### config.mk
export PLATFORM = sky130hd
export DESIGN_NAME = slot_buffer_priority_select_core
export DESIGN_NICKNAME = d
export VERILOG_FILES = /design/src/hw/rtl/sbps_pkg.sv /design/src/hw/rtl/sbps_ctrl.sv /design/src/hw/rtl/sbps_datapath.sv /design/src/hw/rtl/slot_buffer_priority_select_core.sv
export SDC_FILE = /design/constraint.sdc
export NUM_CORES = 1
export LEC_CHECK = 0
export BUFFER_PORTS_ARGS = -buffer_cell sky130_fd_sc_hd__buf_4
export CORE_MARGIN = 10
export CORE_UTILIZATION = 55
export CTS_CLUSTER_DIAMETER = 200
export DETAILED_ROUTE_END_ITERATION = 10
export PLACE_DENSITY = 0.74
export SLEW_MARGIN = 5
export SYNTH_ARGS = -nofsm -noshare
export SYNTH_HDL_FRONTEND = slang
export SYNTH_HIERARCHICAL = 1
export SYNTH_SLANG_ARGS = --single-unit
### constraint.sdc
create_clock -name clk -period 10.2 [get_ports clk]
set_input_delay 2.04 -clock clk [delete_from_list [all_inputs] [get_ports clk]]
set_output_delay 2.04 -clock clk [all_outputs]
set_load 0.005 [all_outputs]
### src/hw/rtl/sbps_pkg.sv
`timescale 1ns / 1ps
`default_nettype none
// ----------------------------------------------------------------------------
// sbps_pkg
// Shared constants and controller/datapath interface types for the slot
// buffer with ring insert and priority select.
// ----------------------------------------------------------------------------
package sbps_pkg;

  localparam int OP_W       = 2;
  localparam int STAT_W     = 2;
  localparam int SLOT_IDX_W = 3;
  localparam int WAIT_W     = 32;
  localparam int SRC_W      = 8;
  localparam int REQ_W      = 16;
  localparam int CFG_REG_W  = 4;
  localparam int APB_DATA_W = 32;
  localparam int APB_ADDR_W = 3;

  // Operation codes.
  localparam logic [OP_W-1:0] OP_INSERT = 2'd0;
  localparam logic [OP_W-1:0] OP_EVICT  = 2'd1;
  localparam logic [OP_W-1:0] OP_TAKE   = 2'd2;

  // Result status codes.
  localparam logic [STAT_W-1:0] ST_DONE  = 2'd0;
  localparam logic [STAT_W-1:0] ST_FULL  = 2'd1;
  localparam logic [STAT_W-1:0] ST_EMPTY = 2'd2;

  typedef struct packed {
    logic load;       // capture a new request
    logic ins_step;   // test one slot at the cursor for insert
    logic rd_cursor;  // read the slot at the cursor
    logic rd_scan;    // read the slot at the scan index
    logic cap_force;  // capture the read slot if it is valid
    logic cap_cmp;    // capture the read slot if it beats the best so far
    logic remove;     // free the selected slot
    logic out_load;   // load the result register
  } sbps_cmd_t;

  typedef struct packed {
    logic ins_hit;
    logic scan_last;
    logic out_busy;
  } sbps_stat_t;

endpackage
`default_nettype wire

### src/hw/rtl/sbps_ctrl.sv
`timescale 1ns / 1ps
`default_nettype none
// ----------------------------------------------------------------------------
// sbps_ctrl
// Sequencer for insert, evict and take requests; drives datapath commands.
// ----------------------------------------------------------------------------
module sbps_ctrl (
  input  logic                         clk,
  input  logic                         rst_n,
  input  logic                         in_valid,
  input  logic [sbps_pkg::OP_W-1:0]    in_operation,
  input  sbps_pkg::sbps_stat_t         stat,
  output sbps_pkg::sbps_cmd_t          cmd,
  output logic                         idle
);
  import sbps_pkg::*;

  typedef enum logic [7:0] {
    S_IDLE = 8'b0000_0001,
    S_INS  = 8'b0000_0010,
    S_EVR  = 8'b0000_0100,
    S_EVC  = 8'b0000_1000,
    S_TAKE = 8'b0001_0000,
    S_TCMP = 8'b0010_0000,
    S_FIN  = 8'b0100_0000,
    S_OUT  = 8'b1000_0000
  } state_t;

  state_t state_r, state_nxt;

  always_comb begin
    state_nxt = state_r;
    cmd       = '0;
    idle      = 1'b0;
    unique case (state_r)
      S_IDLE: begin
        idle = 1'b1;
        if (in_valid) begin
          cmd.load = 1'b1;
          unique case (in_operation)
            OP_INSERT: state_nxt = S_INS;
            OP_EVICT:  state_nxt = S_EVR;
            OP_TAKE:   state_nxt = S_TAKE;
            default:   state_nxt = S_FIN;
          endcase
        end
      end
      S_INS: begin
        cmd.ins_step = 1'b1;
        if (stat.ins_hit || stat.scan_last) state_nxt = S_FIN;
      end
      S_EVR: begin
        cmd.rd_cursor = 1'b1;
        state_nxt     = S_EVC;
      end
      S_EVC: begin
        cmd.cap_force = 1'b1;
        state_nxt     = S_FIN;
      end
      S_TAKE: begin
        // Reads and compares overlap: each cycle judges the slot read last cycle.
        cmd.rd_scan = 1'b1;
        cmd.cap_cmp = 1'b1;
        if (stat.scan_last) state_nxt = S_TCMP;
      end
      S_TCMP: begin
        cmd.cap_cmp = 1'b1;
        state_nxt   = S_FIN;
      end
      S_FIN: begin
        cmd.remove = 1'b1;
        state_nxt  = S_OUT;
      end
      S_OUT: begin
        if (!stat.out_busy) begin
          cmd.out_load = 1'b1;
          state_nxt    = S_IDLE;
        end
      end
      default: state_nxt = S_IDLE;
    endcase
  end

  always_ff @(posedge clk) begin
    if (!rst_n) begin
      state_r <= S_IDLE;
    end else begin
      state_r <= state_nxt;
    end
  end

endmodule
`default_nettype wire

### src/hw/rtl/sbps_datapath.sv
`timescale 1ns / 1ps
`default_nettype none
// ----------------------------------------------------------------------------
// sbps_datapath
// Slot memory, valid bits, ring cursor, scan comparator and result register.
// ----------------------------------------------------------------------------
module sbps_datapath #(
  parameter int DEPTH      = 8,
  parameter int TIME_WIDTH = 32,
  parameter int CFG_W      = 4
) (
  input  logic                               clk,
  input  logic                               rst_n,
  input  sbps_pkg::sbps_cmd_t                cmd,
  output sbps_pkg::sbps_stat_t               stat,
  input  logic [CFG_W-1:0]                   cfg_slots,
  input  logic [sbps_pkg::OP_W-1:0]          in_operation,
  input  logic [sbps_pkg::WAIT_W-1:0]        in_wait_time,
  input  logic [sbps_pkg::SRC_W-1:0]         in_source_num,
  input  logic [sbps_pkg::REQ_W-1:0]         in_request_num,
  input  logic                               out_stall,
  output logic                               out_valid,
  output logic [sbps_pkg::STAT_W-1:0]        out_status,
  output logic [sbps_pkg::SLOT_IDX_W-1:0]    out_slot_index,
  output logic [sbps_pkg::WAIT_W-1:0]        out_wait_time,
  output logic [sbps_pkg::SRC_W-1:0]         out_source_num,
  output logic [sbps_pkg::REQ_W-1:0]         out_request_num,
  output logic                               out_any_free,
  output logic                               out_all_empty
);
  import sbps_pkg::*;

  localparam int IDX_W = $clog2(DEPTH);
  localparam int CNT_W = $clog2(DEPTH + 1);

  typedef struct packed {
    logic [TIME_WIDTH-1:0] wt;
    logic [SRC_W-1:0]      src;
    logic [REQ_W-1:0]      req;
  } slot_t;

  slot_t mem [DEPTH];
  slot_t in_r, rd_data_r, best_r;

  logic [OP_W-1:0]  op_r;
  logic [DEPTH-1:0] valid_r, valid_nxt;
  logic [IDX_W-1:0] cursor_r, cursor_nxt;
  logic [CNT_W-1:0] step_r, step_nxt;
  logic             found_r, found_nxt;
  logic [IDX_W-1:0] best_idx_r, best_idx_nxt;
  logic             rd_ok_r, rd_ok_nxt;
  logic [IDX_W-1:0] rd_idx_r;
  logic             out_valid_r, out_valid_nxt;

  logic [CNT_W-1:0] n;
  logic [DEPTH-1:0] active_mask;
  logic [IDX_W-1:0] cur_adv, rd_addr;
  logic             cur_free, rd_en, wr_en, better, capture, removed;

  // Active slot count; out-of-range settings clamp to 1 or DEPTH.
  always_comb begin
    if (cfg_slots == '0) begin
      n = CNT_W'(1);
    end else if (cfg_slots > CFG_W'(DEPTH)) begin
      n = CNT_W'(DEPTH);
    end else begin
      n = CNT_W'(cfg_slots);
    end
  end

  always_comb begin
    for (int i = 0; i < DEPTH; i++) begin
      active_mask[i] = (CNT_W'(i) < n);
    end
  end

  assign cur_adv  = ((CNT_W'(cursor_r) + CNT_W'(1)) >= n) ? '0 : cursor_r + IDX_W'(1);
  assign cur_free = ~valid_r[cursor_r];
  assign rd_en    = cmd.rd_cursor | cmd.rd_scan;
  assign rd_addr  = cmd.rd_cursor ? cursor_r : step_r[IDX_W-1:0];
  assign wr_en    = cmd.ins_step & cur_free;

  // Smaller wait wins, then smaller source, then larger request number.
  assign better = (rd_data_r.wt < best_r.wt) ||
                  ((rd_data_r.wt == best_r.wt) && (rd_data_r.src < best_r.src)) ||
                  ((rd_data_r.wt == best_r.wt) && (rd_data_r.src == best_r.src) &&
                   (rd_data_r.req > best_r.req));

  assign capture = rd_ok_r & (cmd.cap_force | (cmd.cap_cmp & (~found_r | better)));
  assign removed = found_r & (op_r != OP_INSERT);

  assign stat.ins_hit   = cur_free;
  assign stat.scan_last = (step_r == (n - CNT_W'(1)));
  assign stat.out_busy  = out_valid_r & out_stall;

  always_comb begin
    valid_nxt     = valid_r;
    cursor_nxt    = cursor_r;
    step_nxt      = step_r;
    found_nxt     = found_r;
    best_idx_nxt  = best_idx_r;
    rd_ok_nxt     = rd_en & valid_r[rd_addr];
    out_valid_nxt = out_valid_r;

    if (cmd.load) begin
      found_nxt = 1'b0;
      step_nxt  = '0;
      if (((in_operation == OP_INSERT) || (in_operation == OP_EVICT)) &&
          (CNT_W'(cursor_r) >= n)) begin
        cursor_nxt = '0;
      end
    end

    if (cmd.ins_step) begin
      cursor_nxt = cur_adv;
      if (cur_free) begin
        valid_nxt[cursor_r] = 1'b1;
        found_nxt           = 1'b1;
        best_idx_nxt        = cursor_r;
      end else begin
        step_nxt = step_r + CNT_W'(1);
      end
    end

    if (cmd.rd_scan) begin
      step_nxt = step_r + CNT_W'(1);
    end

    if (capture) begin
      found_nxt    = 1'b1;
      best_idx_nxt = rd_idx_r;
    end

    if (cmd.remove && removed) begin
      valid_nxt[best_idx_r] = 1'b0;
    end

    if (cmd.out_load) begin
      out_valid_nxt = 1'b1;
    end else if (out_valid_r && !out_stall) begin
      out_valid_nxt = 1'b0;
    end
  end

  always_ff @(posedge clk) begin
    if (!rst_n) begin
      valid_r     <= '0;
      cursor_r    <= '0;
      step_r      <= '0;
      found_r     <= 1'b0;
      best_idx_r  <= '0;
      rd_ok_r     <= 1'b0;
      out_valid_r <= 1'b0;
    end else begin
      valid_r     <= valid_nxt;
      cursor_r    <= cursor_nxt;
      step_r      <= step_nxt;
      found_r     <= found_nxt;
      best_idx_r  <= best_idx_nxt;
      rd_ok_r     <= rd_ok_nxt;
      out_valid_r <= out_valid_nxt;
    end
  end

  // Slot memory: one write port, one registered read port.
  always_ff @(posedge clk) begin
    if (wr_en) begin
      mem[cursor_r] <= in_r;
    end
    if (rd_en) begin
      rd_data_r <= mem[rd_addr];
    end
  end

  always_ff @(posedge clk) begin
    if (cmd.load) begin
      op_r   <= in_operation;
      in_r   <= '{wt: TIME_WIDTH'(in_wait_time), src: in_source_num, req: in_request_num};
    end
    rd_idx_r <= rd_addr;
    if (capture) begin
      best_r <= rd_data_r;
    end
    if (cmd.out_load) begin
      out_status      <= found_r ? ST_DONE : ((op_r == OP_INSERT) ? ST_FULL : ST_EMPTY);
      out_slot_index  <= found_r ? SLOT_IDX_W'(best_idx_r) : '0;
      out_wait_time   <= removed ? WAIT_W'(best_r.wt) : '0;
      out_source_num  <= removed ? best_r.src : '0;
      out_request_num <= removed ? best_r.req : '0;
      out_any_free    <= |(~valid_r & active_mask);
      out_all_empty   <= ~|(valid_r & active_mask);
    end
  end

  assign out_valid = out_valid_r;

endmodule
`default_nettype wire

### src/hw/rtl/slot_buffer_priority_select_core.sv
`timescale 1ns / 1ps
`default_nettype none
// ----------------------------------------------------------------------------
// slot_buffer_priority_select_core
// Buffer of request slots with ring-cursor insert, evict at the cursor and
// a take that removes the best request by wait time, source and number.
// ----------------------------------------------------------------------------
// Usage:
//   Requests enter on in_valid/in_stall; each gives exactly one result on
//   out_valid/out_stall. One request is in work at a time; in_stall is high
//   while it is, and the next request may enter while a result still waits.
//   With n active slots, an insert tests slots from the cursor on until one
//   is free or all n have been tried; an evict reads the slot at the cursor;
//   a take scans all n slots; an unknown operation goes straight to its result.
//   The next request is accepted in the cycle after the result is registered;
//   insert and take walk one slot per cycle over the valid bits and the slot
//   memory read port with its single comparator.
//   A stalled result holds its output register; the sequencer waits before
//   loading the next result until the previous one is taken.
//   Reset empties all slots, puts the cursor at slot 0 and sets the slot
//   count register (APB address 0) to DEPTH; no clearing pass is needed.
// ----------------------------------------------------------------------------
module slot_buffer_priority_select_core #(
  parameter int DEPTH      = 8,
  parameter int TIME_WIDTH = 32
) (
  input  logic                                clk,
  input  logic                                rst_n,
  input  logic                                in_valid,
  output logic                                in_stall,
  input  logic [sbps_pkg::OP_W-1:0]           in_operation,
  input  logic [sbps_pkg::WAIT_W-1:0]         in_wait_time,
  input  logic [sbps_pkg::SRC_W-1:0]          in_source_num,
  input  logic [sbps_pkg::REQ_W-1:0]          in_request_num,
  output logic                                out_valid,
  input  logic                                out_stall,
  output logic [sbps_pkg::STAT_W-1:0]         out_status,
  output logic [sbps_pkg::SLOT_IDX_W-1:0]     out_slot_index,
  output logic [sbps_pkg::WAIT_W-1:0]         out_wait_time,
  output logic [sbps_pkg::SRC_W-1:0]          out_source_num,
  output logic [sbps_pkg::REQ_W-1:0]          out_request_num,
  output logic                                out_any_free,
  output logic                                out_all_empty,
  input  logic                                psel,
  input  logic                                penable,
  input  logic                                pwrite,
  input  logic [sbps_pkg::APB_ADDR_W-1:0]     paddr,
  input  logic [sbps_pkg::APB_DATA_W-1:0]     pwdata,
  output logic [sbps_pkg::APB_DATA_W-1:0]     prdata,
  output logic                                pready
);
  import sbps_pkg::*;

  localparam int CNT_W = $clog2(DEPTH + 1);
  localparam int CFG_W = (CNT_W > CFG_REG_W) ? CNT_W : CFG_REG_W;

  logic [CFG_W-1:0] cfg_slots_r;
  logic             reg_sel;
  sbps_cmd_t        cmd;
  sbps_stat_t       stat;
  logic             idle;

  // Addresses with paddr[2] low (0 to 3) all map to the slot count register; 4 to 7 read as zero.
  assign reg_sel = (paddr[APB_ADDR_W-1] == 1'b0);
  assign pready  = 1'b1;
  assign prdata  = reg_sel ? APB_DATA_W'(cfg_slots_r) : '0;

  always_ff @(posedge clk) begin
    if (!rst_n) begin
      cfg_slots_r <= CFG_W'(DEPTH);
    end else if (psel && penable && pwrite && pready && reg_sel) begin
      cfg_slots_r <= CFG_W'(pwdata[CFG_REG_W-1:0]);
    end
  end

  assign in_stall = ~idle;

  sbps_ctrl u_ctrl (
    .clk          (clk),
    .rst_n        (rst_n),
    .in_valid     (in_valid),
    .in_operation (in_operation),
    .stat         (stat),
    .cmd          (cmd),
    .idle         (idle)
  );

  sbps_datapath #(
    .DEPTH      (DEPTH),
    .TIME_WIDTH (TIME_WIDTH),
    .CFG_W      (CFG_W)
  ) u_datapath (
    .clk             (clk),
    .rst_n           (rst_n),
    .cmd             (cmd),
    .stat            (stat),
    .cfg_slots       (cfg_slots_r),
    .in_operation    (in_operation),
    .in_wait_time    (in_wait_time),
    .in_source_num   (in_source_num),
    .in_request_num  (in_request_num),
    .out_stall       (out_stall),
    .out_valid       (out_valid),
    .out_status      (out_status),
    .out_slot_index  (out_slot_index),
    .out_wait_time   (out_wait_time),
    .out_source_num  (out_source_num),
    .out_request_num (out_request_num),
    .out_any_free    (out_any_free),
    .out_all_empty   (out_all_empty)
  );

endmodule
`default_nettype wire
==> results.sh <==
export IMPL_vias_per_cell=5.71
export IMPL_post_synth_cell_area_avg_um2=13.1
export IMPL_globalplace_congestion=0.838
export IMPL_clock_sink_count=717
export IMPL_antennaDiodeCount=0
export IMPL_maxCapViolCount=0
export IMPL_drtAntennaViolNets=0
export IMPL_hold_path_cell_count=2
export IMPL_detailed_place_hpwl_mm=34.4
export IMPL_maxSlewHeadroom=0.262
export IMPL_worstHoldEndpoint="u_datapath/best_idx_r[1]$_SDFFE_PN0P_"
export IMPL_tritoncts="yes"
export IMPL_drt_first_iter_violations=1472
export IMPL_dr_pass1_iters=5
export IMPL_h_tree_depth=3
export IMPL_finish_net_count=2497
export IMPL_ios=198
export IMPL_endpoint_kind="flop"
export IMPL_die_area_mm2=0.0621
export IMPL_antenna_found_initial=0
export IMPL_maxSlewViolCount=0
export IMPL_cts_max_path_buffers=3
export IMPL_final_setup_viol_count=0
export IMPL_grt_setup_unrepaired="false"
export IMPL_route_final_wire_length_mm=62.5
export IMPL_hold_path_startpoint="u_datapath/rd_idx_r[1]$_DFF_P_"
export IMPL_hold_buf_count_cts=0
export IMPL_rr_startpoint="u_ctrl/state_r[4]$_SDFFE_PN0P_"
export IMPL_min_delay_path_class="flop to flop"
export IMPL_via_count=17500
export IMPL_residual_drc=0
export IMPL_clkLatencyLatePin_ns=0.60
export IMPL_ys_seq_elements=717
export IMPL_hold_violations=0
export IMPL_cp_data_required_time_ns=10.52
export IMPL_most_common_layout_cells="681 x sky130_fd_sc_hd__edfxtp_1, 548 x sky130_fd_sc_hd__nand2_1, 298 x sky130_fd_sc_hd__nand3_1, 160 x sky130_fd_sc_hd__buf_4, 79 x sky130_fd_sc_hd__inv_1"
export IMPL_post_synth_instance_area_mm2=0.0289
export IMPL_timing_critical_path_arrival_ns=5.10
export IMPL_setup_total_negative_slack_ns=0
export IMPL_core_rowCount=83
export IMPL_clock_root_buffer="sky130_fd_sc_hd__clkbuf_16"
export IMPL_port_buffers=138
export IMPL_synthesis_yosys_warnings=6
export IMPL_cts_buffers=71
export IMPL_average_routed_wire_per_standard_cell_um=20.4
export IMPL_synth_ff_type="sky130_fd_sc_hd__edfxtp_1"
export IMPL_achievable_frequency_mhz=209
export IMPL_initial_core_util=0.560
export IMPL_synth_async_sr_flop_share=0
export IMPL_worst_pin_slew_ns=1.11
export IMPL_synth_edf_count=681
export IMPL_hold_ws_ns=0.450
export IMPL_cellLeakagePower_nw=11.9
export IMPL_synth_lib_cells_used_distinct=75
export IMPL_aggregate_global_routing_overflow=0
export IMPL_drive_above_1_share=0.129
export IMPL_netlist_instances=2202
export IMPL_post_cts_resized=0
export IMPL_cellPowerDensity_mw_per_mm2=187
export IMPL_timing_rr_end="u_datapath/rd_data_r[26]$_DFFE_PP_"
export IMPL_crit_path_start_kind="flop"
export IMPL_irDropWorstVdd_uv=128
export IMPL_critical_path_startpoint="u_ctrl/state_r[4]$_SDFFE_PN0P_"
export IMPL_post_cts_repair_setup_buffers=0
export IMPL_layout_commonest_cell="sky130_fd_sc_hd__edfxtp_1"
export IMPL_seq_area_frac_synth=0.733
export IMPL_critical_path_max_fanout=76
export IMPL_status="completed"
export IMPL_min_period_over_period=0.469
export IMPL_first_global_vias=17300
export IMPL_grt_pass1_wl_mm=97.1
export IMPL_criticalPathCategory="flop to flop"
export IMPL_layout_min_cycle_time_ns=4.78
export IMPL_relative_area_change_from_synthesis_to_final_layout_pct=13.1
export IMPL_finalClockSkew_ns=0.0302
export IMPL_path_clk_slew_ns=0.06
export IMPL_grt_start_max_net_pins=202
export IMPL_grt_total_usage=0.197
export IMPL_die_width_um=249
export IMPL_regToRegSetupSlack_ns=5.42
export IMPL_dieHeight_um=249
export IMPL_reg2regPathDepth=10
export IMPL_core_mm2=0.0516
## worst max path at each step
stage / slack, ns / endpoint / cells past startpoint
2_1_floorplan: 0.74 / u_datapath/out_all_empty$_DFFE_PP_ / 2
3_3_place_gp: 5.61 / u_datapath/rd_data_r[26]$_DFFE_PP_ / 10
3_5_place_dp: 5.59 / u_datapath/rd_data_r[26]$_DFFE_PP_ / 10
4_1_cts: 5.54 / u_datapath/rd_data_r[26]$_DFFE_PP_ / 10
5_1_grt: 5.11 / u_datapath/rd_data_r[26]$_DFFE_PP_ / 10
6_report: 5.42 / u_datapath/rd_data_r[26]$_DFFE_PP_ / 10
## cell usage after synthesis (3+ instances only)
library cell / n / area (um2)
sky130_fd_sc_hd__o211ai_1: 4 / 30.0
sky130_fd_sc_hd__nor2b_1: 11 / 68.8
sky130_fd_sc_hd__inv_1: 80 / 300
sky130_fd_sc_hd__buf_2: 38 / 190
sky130_fd_sc_hd__nor3_2: 5 / 50.1
sky130_fd_sc_hd__ha_1: 69 / 863
sky130_fd_sc_hd__nand4b_1: 5 / 43.8
sky130_fd_sc_hd__o22ai_1: 4 / 25.0
sky130_fd_sc_hd__nor3_1: 58 / 290
sky130_fd_sc_hd__o21ai_1: 4 / 20.0
sky130_fd_sc_hd__xor2_1: 4 / 35.0
sky130_fd_sc_hd__and4_1: 3 / 26.3
sky130_fd_sc_hd__dfxtp_1: 36 / 721
sky130_fd_sc_hd__o21ai_0: 68 / 340
sky130_fd_sc_hd__a21oi_1: 29 / 145
sky130_fd_sc_hd__a21o_1: 7 / 52.6
sky130_fd_sc_hd__and2_1: 7 / 43.8
sky130_fd_sc_hd__nand3_2: 3 / 30.0
sky130_fd_sc_hd__clkbuf_1: 57 / 214
sky130_fd_sc_hd__a21boi_0: 6 / 45.0
sky130_fd_sc_hd__nand4_1: 10 / 62.6
sky130_fd_sc_hd__nor2_1: 29 / 109
sky130_fd_sc_hd__nand2b_1: 10 / 62.6
sky130_fd_sc_hd__buf_4: 30 / 225
sky130_fd_sc_hd__o221a_2: 8 / 90.1
sky130_fd_sc_hd__edfxtp_1: 681 / 20400
sky130_fd_sc_hd__nand2_1: 548 / 2060
sky130_fd_sc_hd__o21a_1: 6 / 45.0
sky130_fd_sc_hd__nand3_1: 298 / 1490
sky130_fd_sc_hd__buf_1: 8 / 30.0
sky130_fd_sc_hd__mux2i_1: 11 / 110
sky130_fd_sc_hd__a211oi_1: 4 / 30.0
sky130_fd_sc_hd__nor4b_1: 4 / 35.0
## final cells by class
cell class / count / area, um2
Clock buffer: 88 / 1880
Clock inverter: 35 / 283
Fill cell: 3652 / 19000
Inverter: 83 / 318
Multi-Input combinational cell: 1294 / 6930
Sequential cell: 717 / 21200
Tap cell: 680 / 851
Timing Repair Buffer: 161 / 1220
## layer usage
layer / track usage / wire (um) / share of wire / vias to the layer above
met5: 0 / 0 / 0 / -
met2: 0.315 / 29600 / 0.47 / 763
met3: 0.0404 / 5420 / 0.087 / 98
met1: 0.264 / 26100 / 0.42 / 8470
li1: - / - / - / 8129
met4: 0.0692 / 1390 / 0.022 / 0
## sequential cells by signal, indices dropped and copies added (netlist names), 8 cells and up
register,count
u_datapath/in_r,56
u_datapath/valid_r,8
u_datapath/mem,448
u_datapath/out_request_num,16
u_datapath/rd_data_r,56
u_datapath/best_r,56
u_ctrl/state_r,8
u_datapath/out_wait_time,32
u_datapath/out_source_num,8
## critical path: stages (launching register included)
cell and delay [ns]:
sky130_fd_sc_hd__dfxtp_1 0.41, sky130_fd_sc_hd__nor4_4 0.47, sky130_fd_sc_hd__nand4b_1 0.22, sky130_fd_sc_hd__inv_1 0.34, sky130_fd_sc_hd__mux2i_4 0.28, sky130_fd_sc_hd__buf_4 0.54
sky130_fd_sc_hd__clkinv_2 0.76, sky130_fd_sc_hd__buf_4 0.66, sky130_fd_sc_hd__nand3_1 0.19, sky130_fd_sc_hd__nand2_1 0.06, sky130_fd_sc_hd__o21ai_0 0.44
## cells by family (layout without fill, tap and decap cells)
family / after synthesis / in the layout / share of synthesized area
flip-flops: 717 / 717 / 0.733
AO/OA/AOI/OAI: 163 / 163 / 0.0365
adder cells (fa/ha/maj): 69 / 69 / 0.0299
multiplexers: 14 / 14 / 0.00559
AND/OR/NAND/NOR: 1014 / 1014 / 0.159
XOR/XNOR: 5 / 5 / 0.00152
other: 2 / 29 / 0.000260
buffers and inverters: 218 / 367 / 0.0344
## stage by stage
| stage | utilization | total power [mW] | setup slack (ns) | area [um2] | std cells |
|---|---|---|---|---|---|
| 2_1_floorplan | - | 3.61 | 0.736 | 29000 | 2229 |
| 3_5_place_dp | 0.591 | 3.72 | 5.59 | 30500 | 2935 |
| 6_report | 0.633 | 6.10 | 5.42 | 32700 | 3058 |
| 5_1_grt | 0.633 | 6.30 | 5.11 | 32700 | 3058 |
| 4_1_cts | 0.633 | 6.15 | 5.54 | 32700 | 3058 |
| 3_3_place_gp | 0.591 | 3.70 | 5.61 | 30500 | 2935 |
## power by group
part,internal [mW],switching [mW],leakage [nW]
Combinational,0.0746,0.151,4.38
Sequential,3.35,0.0839,6.47
Clock,1.41,1.03,1.06
Total,4.84,1.27,11.9
No activity file was read; power rests on OpenSTA's default activity.
